<file path="src/sv/dhp_pkg.sv">
// ----------------------------------------------------------------------------
// dhp_pkg
// Shared types, constants and seed functions of the delayed helicity predictor.
// ----------------------------------------------------------------------------
package dhp_pkg;

    localparam int SEED_BITS        = 24;
    localparam int SEED_LOAD_STEPS  = SEED_BITS + 1;
    localparam int MAX_MISSED_DEF   = 30;
    localparam int CNT_W            = 6;
    localparam int DIV_STEPS        = 34;

    localparam int CFG_IDX_W        = 2;
    localparam logic [CFG_IDX_W-1:0] CFG_IDX_DELAY  = 2'd0;
    localparam logic [CFG_IDX_W-1:0] CFG_IDX_SIGN   = 2'd1;
    localparam logic [CFG_IDX_W-1:0] CFG_IDX_PERIOD = 2'd2;
    localparam logic [CFG_IDX_W-1:0] CFG_IDX_TOL    = 2'd3;

    localparam logic [7:0]  RST_DELAY  = 8'd0;
    localparam logic [1:0]  RST_SIGN   = 2'b11;
    localparam logic [15:0] RST_PERIOD = 16'd14050;
    localparam logic [15:0] RST_TOL    = 16'd20;

    // helicity values, two bit signed
    localparam logic [1:0] VAL_PLUS  = 2'b01;
    localparam logic [1:0] VAL_MINUS = 2'b11;
    localparam logic [1:0] VAL_NONE  = 2'b00;

    localparam logic [4:0] CNT_FULL  = 5'd24;
    localparam logic [4:0] CNT_DONE  = 5'd25;

    typedef enum logic [3:0] {
        ST_IDLE,
        ST_GAP_CHK,
        ST_GAP_CNT,
        ST_GAP_LOOP,
        ST_GAP_QS,
        ST_GAP_ADV,
        ST_FIRST,
        ST_DIV,
        ST_ORIGIN,
        ST_MAIN_QS,
        ST_SEED,
        ST_DELAY,
        ST_BUILD_DONE,
        ST_CHECK,
        ST_TQ,
        ST_FINAL
    } t_state;

    typedef struct packed {
        logic load;
        logic gap_init;
        logic gap_sub;
        logic gap_fail;
        logic gap_adv;
        logic tq_recalc;
        logic first_q;
        logic div_init;
        logic div_step;
        logic origin_set;
        logic qs_begin;
        logic qs_forced;
        logic seed_both;
        logic seed_hel;
        logic build_done;
        logic check;
        logic final_out;
    } t_cmd;

    typedef struct packed {
        logic             gap_hit;
        logic             miss_max;
        logic             miss_zero;
        logic             rem_ge;
        logic             main_q;
        logic             qs_build;
        logic             out_free;
        logic [CNT_W-1:0] delay_quads;
    } t_status;

    function automatic logic [SEED_BITS-1:0] seed_step(input logic [SEED_BITS-1:0] s);
        logic top;
        top = s[SEED_BITS-1];
        return {s[SEED_BITS-2:0] ^ {{(SEED_BITS-5){1'b0}}, top, top, 1'b0, top}, top};
    endfunction

    function automatic logic [1:0] seed_val(input logic [SEED_BITS-1:0] s);
        return s[SEED_BITS-1] ? VAL_PLUS : VAL_MINUS;
    endfunction

    // readings come in oldest first; the last four undo the feedback taps
    function automatic logic [SEED_BITS-1:0] build_seed(input logic [SEED_BITS-1:0] g);
        logic [SEED_BITS-1:0] b;
        for (int i = 0; i < 20; i++) begin
            b[23-i] = g[i];
        end
        b[3] = g[20] ^ b[23];
        b[2] = g[21] ^ b[22] ^ b[23];
        b[1] = g[22] ^ b[21] ^ b[22];
        b[0] = g[23] ^ b[20] ^ b[21] ^ b[23];
        return b;
    endfunction

endpackage

</file>
<file path="src/sv/dhp_datapath.sv">
// ----------------------------------------------------------------------------
// dhp_datapath
// Timing, seed and helicity registers of the predictor, driven by commands.
// ----------------------------------------------------------------------------
module dhp_datapath import dhp_pkg::*; #(
    parameter int MAX_MISSED = MAX_MISSED_DEF
) (
    input  logic                 i_clk,
    input  logic                 i_rst_n,
    input  t_cmd                 i_cmd,
    output t_status              o_status,
    input  logic [31:0]          i_event_time,
    input  logic                 i_quad_start,
    input  logic                 i_gate_on,
    input  logic                 i_reading_bit,
    input  logic                 i_sync_event,
    input  logic                 i_cfg_valid,
    input  logic [CFG_IDX_W-1:0] i_cfg_index,
    input  logic [15:0]          i_cfg_data,
    output logic                 o_out_valid,
    input  logic                 i_out_ready,
    output logic [1:0]           o_helicity,
    output logic                 o_helicity_valid,
    output logic                 o_prediction_failed,
    output logic                 o_gap_reset
);

    localparam int MW = $clog2(MAX_MISSED + 1);

    logic [7:0]  r_delay;
    logic [1:0]  r_sign;
    logic [15:0] r_qperiod;
    logic [15:0] r_tol;

    logic [31:0] r_t;
    logic        r_qrt, r_gate, r_rd, r_sync_ev;
    logic [33:0] r_tq;
    logic [33:0] r_rem;
    logic [MW-1:0] r_miss;
    logic [33:0] r_dvd;
    logic [16:0] r_drem;
    logic        r_neg;

    logic [33:0] r_origin;
    logic [31:0] r_sync;
    logic [31:0] r_last;
    logic        r_waiting, r_restart, r_cal;
    logic [SEED_BITS-1:0] r_gbits;
    logic [4:0]  r_count;
    logic [SEED_BITS-1:0] r_rseed, r_hseed;
    logic [1:0]  r_pred, r_saved, r_present, r_qfv;
    logic        r_qfr;
    logic [2:0]  r_pos;
    logic        r_failed, r_gap;

    logic        r_out_valid;
    logic [1:0]  r_out_hel;
    logic        r_out_cal, r_out_failed, r_out_gap;

    logic [15:0] w_p;
    logic [17:0] w_p4;
    logic [19:0] w_glim;
    logic [17:0] w_p3;
    logic [31:0] w_dlast;
    logic [35:0] w_dlast_x, w_d10;
    logic        w_guard;
    logic [4:0]  w_eff_cnt;
    logic [31:0] w_dsync;
    logic [33:0] w_num;
    logic [16:0] w_trial;
    logic [16:0] w_shift;
    logic [15:0] w_r;
    logic [37:0] w_tq_x, w_tq10;
    logic [19:0] w_p16;
    logic [21:0] w_p36, w_p44;
    logic        w_f16, w_f36, w_f44;
    logic [2:0]  w_pos;
    logic [1:0]  w_pres;
    logic [1:0]  w_hel;
    logic        w_step_ok;

    assign w_p    = (r_qperiod == 16'd0) ? 16'd1 : r_qperiod;
    assign w_p4   = {w_p, 2'b00};
    assign w_glim = {4'b0, w_p} + {2'b0, w_p, 2'b00} + {2'b0, r_tol, 2'b00};
    assign w_p3   = {2'b0, w_p} + {1'b0, w_p, 1'b0};

    assign w_dlast   = r_t - r_last;
    assign w_dlast_x = {{4{w_dlast[31]}}, w_dlast};
    assign w_d10     = {w_dlast_x[32:0], 3'b000} + {w_dlast_x[34:0], 1'b0};
    assign w_guard   = $signed(w_d10) < $signed({18'b0, w_p3});
    assign w_eff_cnt = r_restart ? 5'd0 : r_count;
    assign w_step_ok = i_cmd.qs_forced || !w_guard;

    assign w_dsync = r_t - r_sync;
    assign w_num   = {w_dsync, 2'b00};
    // restoring step: shift in the next dividend bit, subtract when it fits
    assign w_trial = {r_drem[15:0], r_dvd[33]};
    assign w_shift = (w_trial >= {1'b0, w_p}) ? (w_trial - {1'b0, w_p}) : w_trial;
    assign w_r     = (r_neg && r_drem[15:0] != 16'd0) ? (w_p - r_drem[15:0]) : r_drem[15:0];

    assign w_tq_x  = {{4{r_tq[33]}}, r_tq};
    assign w_tq10  = {w_tq_x[34:0], 3'b000} + {w_tq_x[36:0], 1'b0};
    assign w_p16   = {w_p, 4'b0000};
    assign w_p36   = {1'b0, w_p, 5'b00000} + {4'b0, w_p, 2'b00};
    assign w_p44   = {1'b0, w_p, 5'b00000} + {3'b0, w_p, 3'b000} + {4'b0, w_p, 2'b00};
    assign w_f16   = $signed(w_tq10) < $signed({18'b0, w_p16});
    assign w_f36   = $signed(w_tq10) < $signed({16'b0, w_p36});
    assign w_f44   = $signed(w_tq10) < $signed({16'b0, w_p44});

    always_comb begin
        w_pos  = r_pos;
        w_pres = r_present;
        if (!r_cal || !r_gate) begin
            w_pres = VAL_NONE;
        end else begin
            if (w_f16 && r_qrt) w_pos = 3'd1;
            if (w_f36 && !r_qrt && r_rd != r_qfr) w_pos = 3'd2;
            if (w_f44 && !r_qrt && r_rd == r_qfr) w_pos = 3'd4;
            if (w_pos == 3'd1 || w_pos >= 3'd4) begin
                w_pres = r_qfv;
            end else if (r_qfv == VAL_PLUS) begin
                w_pres = VAL_MINUS;
            end else if (r_qfv == VAL_MINUS) begin
                w_pres = VAL_PLUS;
            end
        end
    end

    // sign pattern 10 acts as minus one
    always_comb begin
        if (r_sign[1]) begin
            w_hel = 2'(-w_pres);
        end else if (r_sign[0]) begin
            w_hel = w_pres;
        end else begin
            w_hel = VAL_NONE;
        end
    end

    always_ff @(posedge i_clk) begin
        if (!i_rst_n) begin
            r_delay   <= RST_DELAY;
            r_sign    <= RST_SIGN;
            r_qperiod <= RST_PERIOD;
            r_tol     <= RST_TOL;
        end else if (i_cfg_valid) begin
            case (i_cfg_index)
                CFG_IDX_DELAY:  r_delay   <= i_cfg_data[7:0];
                CFG_IDX_SIGN:   r_sign    <= i_cfg_data[1:0];
                CFG_IDX_PERIOD: r_qperiod <= i_cfg_data;
                CFG_IDX_TOL:    r_tol     <= i_cfg_data;
                default: ;
            endcase
        end
    end

    // per-event scratch
    always_ff @(posedge i_clk) begin
        if (i_cmd.load) begin
            r_t       <= i_event_time;
            r_qrt     <= i_quad_start;
            r_gate    <= i_gate_on;
            r_rd      <= i_reading_bit;
            r_sync_ev <= i_sync_event;
            r_tq      <= {i_event_time, 2'b00} - r_origin;
        end else if (i_cmd.tq_recalc) begin
            r_tq      <= {r_t, 2'b00} - r_origin;
        end
        if (i_cmd.div_init) begin
            r_neg  <= w_num[33];
            r_dvd  <= w_num[33] ? 34'(-w_num) : w_num;
            r_drem <= 17'd0;
        end else if (i_cmd.div_step) begin
            r_drem <= w_shift;
            r_dvd  <= {r_dvd[32:0], 1'b0};
        end
        if (i_cmd.gap_init) begin
            r_rem <= r_tq;
        end else if (i_cmd.gap_sub) begin
            r_rem <= r_rem - {16'b0, w_p4};
        end
    end

    always_ff @(posedge i_clk) begin
        if (!i_rst_n) begin
            r_origin  <= '0;
            r_sync    <= '0;
            r_last    <= '0;
            r_waiting <= 1'b1;
            r_restart <= 1'b1;
            r_cal     <= 1'b0;
            r_gbits   <= '0;
            r_count   <= '0;
            r_rseed   <= '0;
            r_hseed   <= '0;
            r_pred    <= VAL_NONE;
            r_saved   <= VAL_NONE;
            r_present <= VAL_NONE;
            r_qfv     <= VAL_NONE;
            r_qfr     <= 1'b0;
            r_pos     <= '0;
            r_failed  <= 1'b0;
            r_gap     <= 1'b0;
            r_miss    <= '0;
        end else begin
            if (i_cmd.load) begin
                r_present <= VAL_NONE;
                r_failed  <= 1'b0;
                r_gap     <= 1'b0;
            end
            if (i_cmd.gap_init) r_miss <= '0;
            if (i_cmd.gap_sub)  r_miss <= r_miss + MW'(1);
            if (i_cmd.gap_fail) begin
                r_restart <= 1'b1;
                r_cal     <= 1'b0;
                r_waiting <= 1'b1;
                r_gap     <= 1'b1;
            end
            if (i_cmd.gap_adv) begin
                r_origin <= r_origin + {16'b0, w_p4};
                r_qfv    <= r_present;
                r_miss   <= r_miss - MW'(1);
            end
            if (i_cmd.first_q) begin
                if (r_qrt && r_waiting) begin
                    r_origin  <= {r_t, 2'b00};
                    r_waiting <= 1'b0;
                end
                if (r_sync_ev && !r_qrt) r_sync <= r_t;
            end
            if (i_cmd.origin_set) begin
                r_origin <= {r_t, 2'b00} - {18'b0, w_r};
                r_qfr    <= r_rd;
            end
            if (i_cmd.qs_begin) begin
                r_restart <= 1'b0;
                if (w_eff_cnt < CNT_FULL) begin
                    r_gbits[w_eff_cnt] <= r_rd;
                    r_count <= w_eff_cnt + 5'd1;
                    r_cal   <= 1'b0;
                end else if (w_eff_cnt == CNT_FULL) begin
                    r_rseed <= build_seed(r_gbits);
                    r_hseed <= build_seed(r_gbits);
                end else if (w_step_ok) begin
                    r_rseed   <= seed_step(r_rseed);
                    r_hseed   <= seed_step(r_hseed);
                    r_pred    <= seed_val(r_rseed);
                    r_present <= seed_val(r_hseed);
                    r_saved   <= seed_val(r_hseed);
                    r_last    <= r_t;
                    r_cal     <= 1'b1;
                end else begin
                    r_present <= r_saved;
                end
            end
            if (i_cmd.seed_both) begin
                r_rseed   <= seed_step(r_rseed);
                r_hseed   <= seed_step(r_hseed);
                r_pred    <= seed_val(r_rseed);
                r_present <= seed_val(r_rseed);
            end
            if (i_cmd.seed_hel) begin
                r_hseed   <= seed_step(r_hseed);
                r_present <= seed_val(r_hseed);
            end
            if (i_cmd.build_done) begin
                r_count <= CNT_DONE;
                r_saved <= r_present;
                r_cal   <= 1'b1;
            end
            if (i_cmd.check) begin
                r_qfv <= r_present;
                if (r_cal && !((!r_rd && r_pred == VAL_MINUS) || (r_rd && r_pred == VAL_PLUS)))
                begin
                    r_restart <= 1'b1;
                    r_cal     <= 1'b0;
                    r_waiting <= 1'b1;
                    r_present <= VAL_NONE;
                    r_failed  <= 1'b1;
                end
            end
            if (i_cmd.final_out) begin
                r_pos     <= w_pos;
                r_present <= w_pres;
            end
        end
    end

    // result register
    always_ff @(posedge i_clk) begin
        if (!i_rst_n) begin
            r_out_valid <= 1'b0;
        end else if (i_cmd.final_out) begin
            r_out_valid <= 1'b1;
        end else if (i_out_ready) begin
            r_out_valid <= 1'b0;
        end
    end

    always_ff @(posedge i_clk) begin
        if (i_cmd.final_out) begin
            r_out_hel    <= w_hel;
            r_out_cal    <= r_cal;
            r_out_failed <= r_failed;
            r_out_gap    <= r_gap;
        end
    end

    assign o_out_valid         = r_out_valid;
    assign o_helicity          = r_out_hel;
    assign o_helicity_valid    = r_out_cal;
    assign o_prediction_failed = r_out_failed;
    assign o_gap_reset         = r_out_gap;

    assign o_status.gap_hit     = !r_waiting && ($signed(r_tq) > $signed({14'b0, w_glim}));
    assign o_status.miss_max    = (r_miss == MW'(MAX_MISSED));
    assign o_status.miss_zero   = (r_miss == '0);
    assign o_status.rem_ge      = (r_rem >= {16'b0, w_p4});
    assign o_status.main_q      = r_qrt && ($signed(r_tq) > $signed({17'b0, w_p, 1'b0}));
    assign o_status.qs_build    = (w_eff_cnt == CNT_FULL);
    assign o_status.out_free    = !r_out_valid || i_out_ready;
    assign o_status.delay_quads = r_delay[7:2];

    a_count_range: assert property (@(posedge i_clk) disable iff (!i_rst_n)
        r_count <= CNT_DONE)
        else $error("gathered count out of range");

    a_reset_uncal: assert property (@(posedge i_clk) disable iff (!i_rst_n)
        r_out_valid && (r_out_failed || r_out_gap) |-> !r_out_cal)
        else $error("predictor reset but result marked calibrated");

    a_uncal_zero: assert property (@(posedge i_clk) disable iff (!i_rst_n)
        r_out_valid && !r_out_cal |-> r_out_hel == VAL_NONE)
        else $error("helicity reported while uncalibrated");

    a_rem_bound: assert property (@(posedge i_clk) disable iff (!i_rst_n)
        $past(i_cmd.div_step) |-> r_drem < {1'b0, w_p})
        else $error("division remainder not below period");

endmodule

</file>
<file path="src/sv/dhp_ctrl.sv">
// ----------------------------------------------------------------------------
// dhp_ctrl
// Sequencer of the predictor: gap recovery, realignment, seed rebuild, output.
// ----------------------------------------------------------------------------
module dhp_ctrl import dhp_pkg::*; (
    input  logic    i_clk,
    input  logic    i_rst_n,
    input  logic    i_in_valid,
    output logic    o_in_ready,
    input  t_status i_status,
    output t_cmd    o_cmd
);

    t_state           r_state, n_state;
    logic [CNT_W-1:0] r_cnt, n_cnt;
    logic             r_ctx_gap, n_ctx_gap;

    always_ff @(posedge i_clk) begin
        if (!i_rst_n) begin
            r_state   <= ST_IDLE;
            r_cnt     <= '0;
            r_ctx_gap <= 1'b0;
        end else begin
            r_state   <= n_state;
            r_cnt     <= n_cnt;
            r_ctx_gap <= n_ctx_gap;
        end
    end

    always_comb begin
        n_state   = r_state;
        n_cnt     = r_cnt;
        n_ctx_gap = r_ctx_gap;
        case (r_state)
            ST_IDLE:    if (i_in_valid) n_state = ST_GAP_CHK;
            ST_GAP_CHK: n_state = i_status.gap_hit ? ST_GAP_CNT : ST_FIRST;
            ST_GAP_CNT: begin
                if (i_status.miss_max) begin
                    n_state = ST_FIRST;
                end else if (!i_status.rem_ge) begin
                    n_state = ST_GAP_LOOP;
                end
            end
            ST_GAP_LOOP: n_state = i_status.miss_zero ? ST_FIRST : ST_GAP_QS;
            ST_GAP_QS: begin
                n_ctx_gap = 1'b1;
                if (i_status.qs_build) begin
                    n_cnt   = CNT_W'(SEED_LOAD_STEPS - 1);
                    n_state = ST_SEED;
                end else begin
                    n_state = ST_GAP_ADV;
                end
            end
            ST_GAP_ADV: n_state = ST_GAP_LOOP;
            ST_FIRST: begin
                if (i_status.main_q) begin
                    n_cnt   = CNT_W'(DIV_STEPS - 1);
                    n_state = ST_DIV;
                end else begin
                    n_state = ST_TQ;
                end
            end
            ST_DIV: begin
                n_cnt = r_cnt - CNT_W'(1);
                if (r_cnt == '0) n_state = ST_ORIGIN;
            end
            ST_ORIGIN: n_state = ST_MAIN_QS;
            ST_MAIN_QS: begin
                n_ctx_gap = 1'b0;
                if (i_status.qs_build) begin
                    n_cnt   = CNT_W'(SEED_LOAD_STEPS - 1);
                    n_state = ST_SEED;
                end else begin
                    n_state = ST_CHECK;
                end
            end
            ST_SEED: begin
                n_cnt = r_cnt - CNT_W'(1);
                if (r_cnt == '0) begin
                    if (i_status.delay_quads == '0) begin
                        n_state = ST_BUILD_DONE;
                    end else begin
                        n_cnt   = i_status.delay_quads - CNT_W'(1);
                        n_state = ST_DELAY;
                    end
                end
            end
            ST_DELAY: begin
                n_cnt = r_cnt - CNT_W'(1);
                if (r_cnt == '0) n_state = ST_BUILD_DONE;
            end
            ST_BUILD_DONE: n_state = r_ctx_gap ? ST_GAP_ADV : ST_CHECK;
            ST_CHECK:      n_state = ST_TQ;
            ST_TQ:         n_state = ST_FINAL;
            ST_FINAL:      if (i_status.out_free) n_state = ST_IDLE;
            default:       n_state = ST_IDLE;
        endcase
    end

    always_comb begin
        o_cmd      = '0;
        o_in_ready = 1'b0;
        case (r_state)
            ST_IDLE: begin
                o_in_ready = 1'b1;
                o_cmd.load = i_in_valid;
            end
            ST_GAP_CHK: o_cmd.gap_init = i_status.gap_hit;
            ST_GAP_CNT: begin
                if (i_status.miss_max) begin
                    o_cmd.gap_fail = 1'b1;
                end else if (i_status.rem_ge) begin
                    o_cmd.gap_sub = 1'b1;
                end
            end
            ST_GAP_LOOP: o_cmd.tq_recalc = i_status.miss_zero;
            ST_GAP_QS: begin
                o_cmd.qs_begin  = 1'b1;
                o_cmd.qs_forced = 1'b1;
            end
            ST_GAP_ADV: o_cmd.gap_adv = 1'b1;
            ST_FIRST: begin
                o_cmd.first_q  = 1'b1;
                o_cmd.div_init = i_status.main_q;
            end
            ST_DIV:        o_cmd.div_step   = 1'b1;
            ST_ORIGIN:     o_cmd.origin_set = 1'b1;
            ST_MAIN_QS:    o_cmd.qs_begin   = 1'b1;
            ST_SEED:       o_cmd.seed_both  = 1'b1;
            ST_DELAY:      o_cmd.seed_hel   = 1'b1;
            ST_BUILD_DONE: o_cmd.build_done = 1'b1;
            ST_CHECK:      o_cmd.check      = 1'b1;
            ST_TQ:         o_cmd.tq_recalc  = 1'b1;
            ST_FINAL:      o_cmd.final_out  = i_status.out_free;
            default: ;
        endcase
    end

    a_load_idle: assert property (@(posedge i_clk) disable iff (!i_rst_n)
        o_cmd.load |=> r_state == ST_GAP_CHK)
        else $error("load did not start the sequence");

    a_final_idle: assert property (@(posedge i_clk) disable iff (!i_rst_n)
        o_cmd.final_out |=> r_state == ST_IDLE)
        else $error("result written without returning to idle");

    a_build_ctx: assert property (@(posedge i_clk) disable iff (!i_rst_n)
        r_state == ST_BUILD_DONE |-> $past(r_state) == ST_SEED || $past(r_state) == ST_DELAY)
        else $error("seed rebuild finished without stepping");

endmodule

</file>
<file path="src/sv/delayed_helicity_predictor.sv">
// ----------------------------------------------------------------------------
// delayed_helicity_predictor
// Quad-synchronous 24-bit helicity sequence predictor with delay compensation.
// ----------------------------------------------------------------------------
// sequence: a request passes the gap check, first-quad, time-quad and final states; a main
//   quad start adds a bit-serial realignment division, origin set, quad step and check; a
//   seed rebuild adds seed loading and helicity-only steps for the whole quads of the delay
// throughput: one event at a time, next request taken the cycle after the result
//   is latched; a stalled result holds off the next request
// reset: synchronous, clears control and predictor state and loads register defaults, no sweep
module delayed_helicity_predictor import dhp_pkg::*; #(
    parameter int MAX_MISSED_QUADS = MAX_MISSED_DEF
) (
    input  logic                 i_clk,
    input  logic                 i_rst_n,
    input  logic                 s_axis_tvalid,
    output logic                 s_axis_tready,
    // event_time[31:0], quad_start[32], gate_on[33], reading_bit[34], zero pad
    input  logic [39:0]          s_axis_tdata,
    // sync_event[0]
    input  logic                 s_axis_tuser,
    output logic                 m_axis_tvalid,
    input  logic                 m_axis_tready,
    // helicity[1:0], helicity_valid[2], prediction_failed[3], gap_reset[4], zero pad
    output logic [7:0]           m_axis_tdata,
    input  logic                 i_cfg_valid,
    output logic                 o_cfg_ready,
    input  logic [CFG_IDX_W-1:0] i_cfg_index,
    input  logic [15:0]          i_cfg_data
);

    t_cmd       w_cmd;
    t_status    w_status;
    logic [1:0] w_hel;
    logic       w_cal, w_failed, w_gap;

    assign o_cfg_ready = 1'b1;

    dhp_ctrl u_ctrl (
        .i_clk      (i_clk),
        .i_rst_n    (i_rst_n),
        .i_in_valid (s_axis_tvalid),
        .o_in_ready (s_axis_tready),
        .i_status   (w_status),
        .o_cmd      (w_cmd)
    );

    dhp_datapath #(
        .MAX_MISSED (MAX_MISSED_QUADS)
    ) u_datapath (
        .i_clk               (i_clk),
        .i_rst_n             (i_rst_n),
        .i_cmd               (w_cmd),
        .o_status            (w_status),
        .i_event_time        (s_axis_tdata[31:0]),
        .i_quad_start        (s_axis_tdata[32]),
        .i_gate_on           (s_axis_tdata[33]),
        .i_reading_bit       (s_axis_tdata[34]),
        .i_sync_event        (s_axis_tuser),
        .i_cfg_valid         (i_cfg_valid),
        .i_cfg_index         (i_cfg_index),
        .i_cfg_data          (i_cfg_data),
        .o_out_valid         (m_axis_tvalid),
        .i_out_ready         (m_axis_tready),
        .o_helicity          (w_hel),
        .o_helicity_valid    (w_cal),
        .o_prediction_failed (w_failed),
        .o_gap_reset         (w_gap)
    );

    assign m_axis_tdata = {3'b000, w_gap, w_failed, w_cal, w_hel};

endmodule

</file>
<file path="config.mk">
export PLATFORM = sky130hd
export DESIGN_NAME = delayed_helicity_predictor
export DESIGN_NICKNAME = d
export VERILOG_FILES = /design/src/sv/dhp_pkg.sv /design/src/sv/dhp_datapath.sv /design/src/sv/dhp_ctrl.sv /design/src/sv/delayed_helicity_predictor.sv
export SDC_FILE = /design/constraint.sdc
export NUM_CORES = 2
export LEC_CHECK = 0
export BUFFER_PORTS_ARGS = -buffer_cell sky130_fd_sc_hd__buf_2
export CAP_MARGIN = 10
export CORE_AREA = 2 2 246 346
export CTS_BUF_LIST = sky130_fd_sc_hd__clkbuf_4 sky130_fd_sc_hd__clkbuf_8
export CTS_CLUSTER_DIAMETER = 80
export DETAILED_ROUTE_END_ITERATION = 10
export DIE_AREA = 0 0 248 348
export PLACE_DENSITY = 0.7
export SLEW_MARGIN = 40
export SYNTH_ARGS = -nofsm -noshare
export SYNTH_HDL_FRONTEND = slang
export SYNTH_HIERARCHICAL = 1
export SYNTH_SLANG_ARGS = --single-unit
export TNS_END_PERCENT = 1
</file>
<file path="constraint.sdc">
create_clock -name i_clk -period 6.75 [get_ports i_clk]
set_input_delay 1.0125 -clock i_clk [delete_from_list [all_inputs] [get_ports i_clk]]
set_output_delay 1.0125 -clock i_clk [all_outputs]
set_load 0.01 [all_outputs]
</file>
Word level (Yosys, flattened, before mapping)
Index checks and enable logic that the tools add are counted.
Widths: inputs -> output; s select.
- register bits: 411
- bits of input ports: 64
- output and inout bits: 11
- word-level logic and storage cells: 332
- add/sub/neg operators: 24
- magnitude comparators: 12
- equality and inequality tests: 40
- mux-type cells: 132
- bitwise operators: 14
- reductions and logical operators: 68
- operator list (cell ; count):
    $mux 34 ; 11
    $mux 24 ; 11
    $lt 38x23->1 ; 2
    $sub 34x34->34 ; 2
    $mux 2 ; 32
    $pmux 4 s16 ; 1
    $sub 32x32->32 ; 2
    $mux 16 ; 3
    $xor 23x4->23 ; 2
    $mux 1 ; 41
    $mux 4 ; 10
    $add 37x35->38 ; 1
    $lt 38x21->1 ; 1
    $add 35x33->36 ; 1
    $lt 36x19->1 ; 1
    $mux 5 ; 7
    $add 34x18->34 ; 1
    $ge 34x18->1 ; 1
    $gt 34x18->1 ; 1
    $gt 34x21->1 ; 1
    $neg 34->34 ; 1
    $sub 34x16->34 ; 1
    $sub 34x18->34 ; 1
    $eq 4x4->1 const B ; 8
    54 further kinds ; 147

Logic depth before layout (Yosys ltp)
- depth after elaboration: 15
- mapped depth: 39
- mapped depth without buffers: 39

Hierarchy
Netlist, hierarchy kept.
- by module, submodules not included (module ; instances ; cells each ; area each (µm²) ; seq. area each (µm²)):
    dhp_datapath ; 1 ; 4396 ; 35998.3 ; 9349.0
    dhp_ctrl ; 1 ; 158 ; 1132.3 ; 220.2
    delayed_helicity_predictor ; 1 ; 9 ; 60.1 ; 0.0

Least setup slack after synthesis
No wires, ideal clock.
- path kind: reg2reg
- start: reg u_datapath.r_qperiod[14]
- end: reg u_datapath.r_miss[4]
- library setup time: 0.086 ns
- arrival time: 7.274 ns
- data required time: 6.664 ns
- slack: -0.609 ns
- stages on the path, launching flop included: 40
- path buffers: 1
- period minus slack after synthesis: 7.359 ns
- cell sequence: dfxtp_1 -> inv_1 -> ha_1 -> and4_1 -> nand3_1 -> clkbuf_1 -> nand2_1 -> inv_1 -> fa_1 -> ha_1 -> fa_1 -> a21oi_1 -> nor2_1 -> nor2_1 -> o21bai_1 -> a21oi_1 -> o21bai_1 -> a21oi_1 -> [4 not listed] -> xnor2_1 -> ha_1 -> a21o_1 -> a21o_1 -> a21oi_1 -> o21ai_0 -> and4_1 -> o21ai_0 -> nand2b_1 -> or3_1 -> o21ai_0 -> nor2b_1 -> and3_1 -> or2_2 -> nor2_1 -> a21oi_1 -> nor2_1 -> a211oi_1
- RTL lines (what ; RTL line ; text):
    from (decl) ; dhp_datapath.sv:32 ; logic [15:0] r_qperiod;
    from (signal assigned) ; dhp_datapath.sv:150 ; CFG_IDX_PERIOD: r_qperiod <= i_cfg_data;
    to (signal assigned) ; dhp_datapath.sv:212 ; if (i_cmd.gap_sub) r_miss <= r_miss + MW'(1);
    to (signal assigned) ; dhp_datapath.sv:222 ; r_miss <= r_miss - MW'(1);
    to (decl) ; dhp_datapath.sv:39 ; logic [MW-1:0] r_miss;

Worst setup path in the final report
- start: reg u_datapath.r_qperiod[14]
- end: reg u_datapath.r_last[8]
- longest elaborated chain between the ends: 7
- RTL lines (what ; RTL line ; text):
    $logic_not 16->1 ; dhp_datapath.sv:82 ; assign w_p = (r_qperiod == 16'd0) ? 16'd1 : r_qperiod;
    $mux 16 (*) ; dhp_datapath.sv:82 ;
    $add 16x17->18 (*) ; dhp_datapath.sv:85 ; assign w_p3 = {2'b0, w_p} + {1'b0, w_p, 1'b0};
    $lt 36x19->1 (*) ; dhp_datapath.sv:90 ; assign w_guard = $signed(w_d10) < $signed({18'b0, w_p3});
    $logic_not 1->1 (*) ; dhp_datapath.sv:92 ; assign w_step_ok = i_cmd.qs_forced || !w_guard;
    $logic_or 1x1->1 (*) ; dhp_datapath.sv:92 ;
    $reduce_and 4->1 (no source line) (*) ; -- ;
    to (signal assigned) ; dhp_datapath.sv:250 ; r_last <= r_t;
    to (decl) ; dhp_datapath.sv:46 ; logic [31:0] r_last;
Every way passes the cells marked *; elsewhere a longest branch is shown, timed or not.
A chain may end at the register's enable or synchronous reset.

==> results.json <==
{
  "setup_slack_ns": 0.00199,
  "grt_pass1_wl_mm": 176,
  "cts_tree": "done",
  "layout_commonest_cell": "nand2_1",
  "clkLatencyLatePin_ns": 0.73,
  "post-route-util_pct": 51.6,
  "rsz0062_at_grt": "true",
  "grt_util_met2_pct": 46.2,
  "grt_use_total_pct": 25.6,
  "setup-violations-final": 0,
  "final_cell_mix": "nand2_1 (475), ha_1 (418), a21oi_1 (388)",
  "crit_cells": 39,
  "grt_antenna_before_repair": 2,
  "r2r-end": "u_datapath/r_last[8]",
  "ant_nets": 0,
  "p_leak_nw": 17.9,
  "slowest_delay_ns": 0.42,
  "ys_seq_area_share_pct": 25.7,
  "syn_area_per_cell_um2": 8.15,
  "crit_family": "compound AO/OA/AOI/OAI gates",
  "syn_area_um2": 37200,
  "clock_path_buffers": 3,
  "drv_cap": 0,
  "hold_path.class": "flip-flop to flip-flop",
  "whs_path_depth": 0,
  "gr-usage-met1_pct": 28.9,
  "critPathSlowestCell": "or3_4",
  "relSlewSlack_pct": 37.7,
  "rows": 126,
  "area_delta_synth_final_pct": 15.8,
  "power_density_nw_per_um2": 514,
  "required_ns": 7.35,
  "fmax_mhz": 148,
  "criticalPathCategory": "flip-flop to flip-flop",
  "place_area_um2": 40500,
  "maxSlewViolCount": 0,
  "hold_viol": 0,
  "ys_async_sr_fraction_pct": 0,
  "yosysWarningCount": 6,
  "first_pass_iters": 5,
  "final_nets": 5374,
  "grt_max_degree": 109,
  "fp.dieH_um": 348,
  "r2r_slack_ns": 0.002,
  "core_um2": 83400,
  "cpMostUsedCell": "a21oi_2",
  "clkTransAtPathRegs_ns": 0.06,
  "startpoint": "u_datapath/r_qperiod[14]",
  "grt_pass1_vias": 34000,
  "start_util_pct": 44.6,
  "timing.rr.start": "u_datapath/r_qperiod[14]",
  "startpoint_type": "flip-flop",
  "viasPerCell": 5.79,
  "crit_path_end_kind": "flip-flop",
  "wirelength_mm": 114,
  "grt_overflow": 0,
  "drive_above_1_share_pct": 16.1,
  "ir_drop_mv": 0.294,
  "worst_ep_arrival_time_ns": 7.35,
  "h-tree-depth": 3,
  "crit_fanout": 8,
  "cp-endpoint": "u_datapath/r_last[8]",
  "tightestPinTransition_ns": 0.931,
  "cts_inserted_buffers": 74,
  "gp_congestion": 0.942,
  "wl_per_cell_um": 19.1,
  "status": "complete, no violations",
  "die_area_um2": 86300,
  "root_buffer": "clkbuf_8",
  "min_period_ns": 6.75,
  "critPathBufInv": 6,
  "place_ws_ns": -0.517,
  "skew_ns": 0.0573,
  "use_met3_pct": 3.23,
  "num_vias": 34700,
  "port_buffers": 65,
  "yosys_register_bits": 407,
  "rr_worst_depth": 39,
  "dpl.hpwl_mm": 86.9,
  "ctsHoldBuffers": 0,
  "busiest_layer": "met2",
  "syn_inst": 4563,
  "post-route-drc-count": 0,
  "fin_crit_sh_pct": 100,
  "drt_iter0_markers": 2017,
  "synthDistinctLibCells": 109,
  "die_x_um": 248,
  "synth_ff_type": "dfxtp_1",
  "synth_edf_count": 142,
  "ioPinCount": 75,
  "cts.sinks": 407,
  "design_area_um2": 43100
}
[worst min-delay path by stage]
stage / start / slack, ns / to
final: u_datapath/r_gap / 0.42 / u_datapath/o_gap_reset
after global routing: s_axis_tdata[34] / 0.43 / u_datapath/r_rd
after CTS: s_axis_tdata[34] / 0.40 / u_datapath/r_rd
after detailed placement: u_datapath/r_gap / 0.43 / u_datapath/o_gap_reset
after global placement: u_datapath/r_gap / 0.43 / u_datapath/o_gap_reset
after floorplan: u_datapath/r_failed / 0.41 / u_datapath/o_prediction_failed
[sequential cells by signal, summed over array words and instances, names as in the netlist, 32 cells and up]
signal and flops:
u_datapath/r_sync 32, u_datapath/r_dvd 32, u_datapath/r_tq 34, u_datapath/r_last 32
u_datapath/r_origin 34, u_datapath/r_t 32, u_datapath/r_rem 34
[where the power goes]
part	switching (mW)	leakage (nW)	internal [mW]
sequential	0.591	3.45	3.14
combinational	8.98	13.6	6.83
clock	1.19	0.835	1.41
[cell type report]
type	instances	area, um^2
clock inverters	28	307
repair buffers	381	2970
inverters	331	1260
clock buffers	104	1280
flip-flops and latches	407	9570
fillers	7755	40300
well taps	1088	1360
multi-input cells	3653	26300
diodes	2	5.00
[kinds of logic (layout without fill, tap and decap cells)]
kind of cell	after synthesis	in the layout	share of synthesized area [%]
and+or+nand+nor	1414	1414	18.0
AOI/OAI and AO/OA	1251	1251	21.3
buffers and inverters	505	844	5.38
adders and majority gates	462	462	16.3
DFF	407	407	25.7
xor gates and xnor gates	322	322	7.58
muxes	200	200	5.66
other	2	6	0.0202
[worst reg2reg max path: cells and delay by family (launching register included)]
kind                     cells  cell delay [ns]
flip-flops                   1             0.32
AO/OA/AOI/OAI               19             3.01
AND/OR/NAND/NOR             11             1.91
adder cells (fa/ha/maj)      3             0.74
buffers and inverters        6             0.72
[through the flow]
step           hold slack [ns]  power (mW)  cells  setup TNS (ns)
2_1_floorplan            0.409        14.3   4565          -0.237
3_3_place_gp             0.425        18.3   5826          -43.02
3_5_place_dp             0.428        18.5   5826          -63.43
4_1_cts                  0.404        21.5   5973        -0.00184
5_1_grt                  0.432        23.9   5994          -29.25
6_report                 0.424        22.1   5994               0
[synth_stat cells, types with 121 or more instances]
master | n | area [um^2]
ha_1 | 423 | 5290
a21oi_1 | 430 | 2150
dfxtp_1 | 265 | 5310
o21ai_0 | 231 | 1160
nand3_1 | 128 | 641
nor2_1 | 360 | 1350
nand2_1 | 478 | 1790
clkbuf_1 | 144 | 541
xnor2_1 | 224 | 1960
mux2i_1 | 121 | 1210
inv_1 | 326 | 1220
edfxtp_1 | 142 | 4260
[what timing repair did]
action	in CTS	in global routing
pin swaps	32	78
gates cloned	1	6
setup buffers	14	13
endpoints found under the setup margin	164	182
resized for setup	52	133
[routing by layer]
layer  vias up  wire length [um]
li1      16900                 -
met1     16500             44600
met2       963             57700
met3       308              5700
met4         0              6500
met5         -                 0
No activity file was read; power rests on OpenSTA's default activity.
